`src/sv/bba_ffz.sv`:
```
// Find-first-zero unit: isolates the lowest clear bit of a map word and
// encodes its position. Standalone, no package dependency.
module bba_ffz #(
  parameter int WIDTH = 32
) (
  input  logic [WIDTH-1:0]         word_i,
  output logic                     full_o,
  output logic [$clog2(WIDTH)-1:0] pos_o,
  output logic [WIDTH-1:0]         lowbit_o
);

  localparam int POS_W = $clog2(WIDTH);

  logic [WIDTH-1:0] low;

  // One add isolates the lowest zero; the encoder is a plain OR per bit.
  assign low      = ~word_i & (word_i + WIDTH'(1));
  assign lowbit_o = low;
  assign full_o   = &word_i;

  always_comb begin
    pos_o = '0;
    for (int k = 0; k < POS_W; k++) begin
      for (int i = 0; i < WIDTH; i++) begin
        if (((i >> k) & 1) == 1) begin
          pos_o[k] = pos_o[k] | low[i];
        end
      end
    end
  end

endmodule

```
`config.mk`:
```
export PLATFORM = sky130hd
export DESIGN_NAME = bba_ffz
export DESIGN_NICKNAME = d
export VERILOG_FILES = /design/src/sv/bba_ffz.sv
export SDC_FILE = /design/constraint.sdc
export NUM_CORES = 1
export LEC_CHECK = 0
export BUFFER_PORTS_ARGS = -buffer_cell sky130_fd_sc_hd__clkbuf_2
export CORE_ASPECT_RATIO = 1.25
export CORE_MARGIN = 2
export CORE_UTILIZATION = 30
export DETAILED_ROUTE_END_ITERATION = 8
export GPL_ROUTABILITY_DRIVEN = 1
export PLACE_DENSITY = 0.67
export SYNTH_ARGS = -nofsm -noshare
export SYNTH_HDL_FRONTEND = slang
export SYNTH_SLANG_ARGS = --single-unit
```
`constraint.sdc`:
```
create_clock -name vclk -period 2.31
set_input_delay 0.231 -clock vclk [all_inputs]
set_output_delay 0.231 -clock vclk [all_outputs]
set_load 0.005 [all_outputs]
```
==> flow_summary_export.csv <==
group,metric,value,unit
outcome,status,"finished, final reports clean",
route,vias,1276,
floorplan,io_pins,70,
setup_path,cp_max_fo,4,
synth,synthMuxAreaShare,0,%
pwr,pwr-share-clk,0,%
synth,ys_types,37,
pwr,swShare,56.8,%
grt,grt_max_degree,14,
floorplan,core-area,2450,um2
route,routed_wl,2.93,mm
cells_and_area,regArea,0,um2
placement,hpwl,2.57,mm
synth,synth_most_common_cell,"nor2_1",
synth,avgSynthCellArea,5.78,um2
floorplan,die_y,60.8,um
pwr,power.internal,47.0,uW
sta,final-hold-violation-count,0,
clock_tree,cts_setup_buffers,0,
route,post_drt_wl_per_cell,12.2,um
setup_path,arrival,1.97,ns
min_path,min-delay-start,"word_i[19]",
setup_path,end_kind,"primary output",
cells_and_area,drive_gt1_share,41.3,%
synth,yosysTopAreaCellShare,8.72,%
grt,overflow,0,
cells_and_area,nClkBuffers,0,
placement,gp_congestion,0.884,
synth,ys_top_cells_by_count,"nor2_1, nand2_1, nor3_1",
setup_path,startpoint,"word_i[1]",
floorplan,rows,20,
route,firstDrtPassIters,4,
synth,syn_nets,166,
synth,synth_xor_xnor_area_share,0,%
pwr,comb_power_share,100.0,%
grt,grt_first_pass_wirelength,4.49,mm
cells_and_area,final_area,1210,um2
sta,whs,0.725,ns
synth,synth_top_family_by_area,"simple AND/OR/NAND/NOR gates",
route,vias_per_cell,5.29,
synth,syn_inst,134,
clock_tree,ctsResizeCount,0,
pwr,p_leak,0.000581,uW
synth,synth_compound_area_share,24.1,%
job,drv_cap,0,
sta,grt_setup_unrepaired,"false",
min_path,hold_class,"in2out",
clock_tree,cts_hold_buf,0,
synth,synth-simple-area-share,69.3,%
sta,tightest_slew,0.623,ns
setup_path,required,2.08,ns
setup_path,cp-start-kind,"primary input",
pwr,power_density,89.7,nW/um2
placement,place.port_buffers,70,
grt,antenna_found_initial,0,
floorplan,die_width,49.4,um
pwr,seqPwrFrac,0,%
route,ant_nets,0,
pwr,ir_worst_vdd,40.1,uV
setup_path,criticalPathCategory,"in2out",
setup_path,crit_end,"pos_o[2]",
cells_and_area,final_net_count,242,
floorplan,dieArea,3010,um2
route,drtIter0Drc,14,
synth,synth_adder_area_share,0,%
synth,synth_area,774,um2
sta,setup-tns-final,0,ns
sta,fin_crit_sh,95.3,%
sta,maxSlewViolCount,0,
grt,grt_pass1_vias,1062,
sta,slew_headroom,58.1,%
cells_and_area,seq_cells,0,
floorplan,initial_utilization,31.6,%
cells_and_area,area_growth,56.5,%
placement,place_area,1210,um2
sta,setup-violations-final,0,
route,remaining_drc_errors,0,
grt,grt_usage,18.0,%
sta,clock.fmax,0.454,GHz
pwr,power_switching,61.8,uW
synth,seq_area_frac_synth,0,%
synth,synthTopCellsByArea,"nor2_1, nor3_1, nand2_1",
sta,finalCriticalPeriod,2.20,ns
synth,yosysTopAreaCell,"nor2_1",
synth,yosys_warnings,0,
cells_and_area,n_antenna_cell,0,
power groups by stage:
stage,Clock [uW],Sequential [uW],Combinational (uW)
2_1_floorplan,0,0,41.3
3_3_place_gp,0,0,108
3_5_place_dp,0,0,108
4_1_cts,0,0,109
5_1_grt,0,0,122
6_report,0,0,109
worst max-delay path: stages:
cell and delay (ns):
clkbuf_2 0.12, nand4_2 0.12, or4_1 0.55, or3_4 0.41
o31a_1 0.32, nand4_1 0.09, clkbuf_2 0.12
layout by cell type (no fill, tap or decap), types with 2 or more instances in the layout:
cell type	n
nor3_1	12
o21bai_1	2
nand3_1	5
and3_1	2
or3_1	3
inv_1	8
o21ai_0	4
o311a_1	2
nand4_1	8
nand4b_1	3
nand4_2	2
nand2b_1	5
o31a_1	2
or4_1	3
clkbuf_2	70
and4_1	2
nor4_1	7
nand2_1	15
nor2_1	18
buf_4	9
a21boi_0	2
a21oi_1	5
nand3b_1	2
a211oi_1	3
or2_2	2
worst min-delay path by stage:
stage / endpoint / depth (start not counted)
after floorplan: lowbit_o[1] / 1
after global placement: lowbit_o[19] / 3
after detailed placement: lowbit_o[19] / 3
after CTS: lowbit_o[19] / 3
after global routing: lowbit_o[6] / 3
final: lowbit_o[19] / 3
metal layers:
metal	part of all wire, %	vias up	track usage, %
met2	52	28	36.1
met5	0	-	0
met3	3.8	0	0.246
li1	-	667	-
met1	44	581	23.2
met4	0	0	0
through the flow:
stage	instances	utilization, %	worst slack, ns	power [uW]
finish	241	49.4	0.109	109
global route	241	49.4	0.0203	122
CTS	241	49.4	0.128	109
detailed placement	241	49.4	0.139	108
global placement	241	49.4	0.134	108
floorplan	134	-	0.296	41.3
kinds of logic after synthesis:
logic type,count (synthesis)
simple gates,95
buf+inv,13
compound gates,26
final cells by class:
cell class	count	area, um2
fillers	301	1240
multi-input cells	121	723
repair buffers	79	418
well taps	33	41.3
inverters	8	30.0
Power figures use the tool's default switching activity.
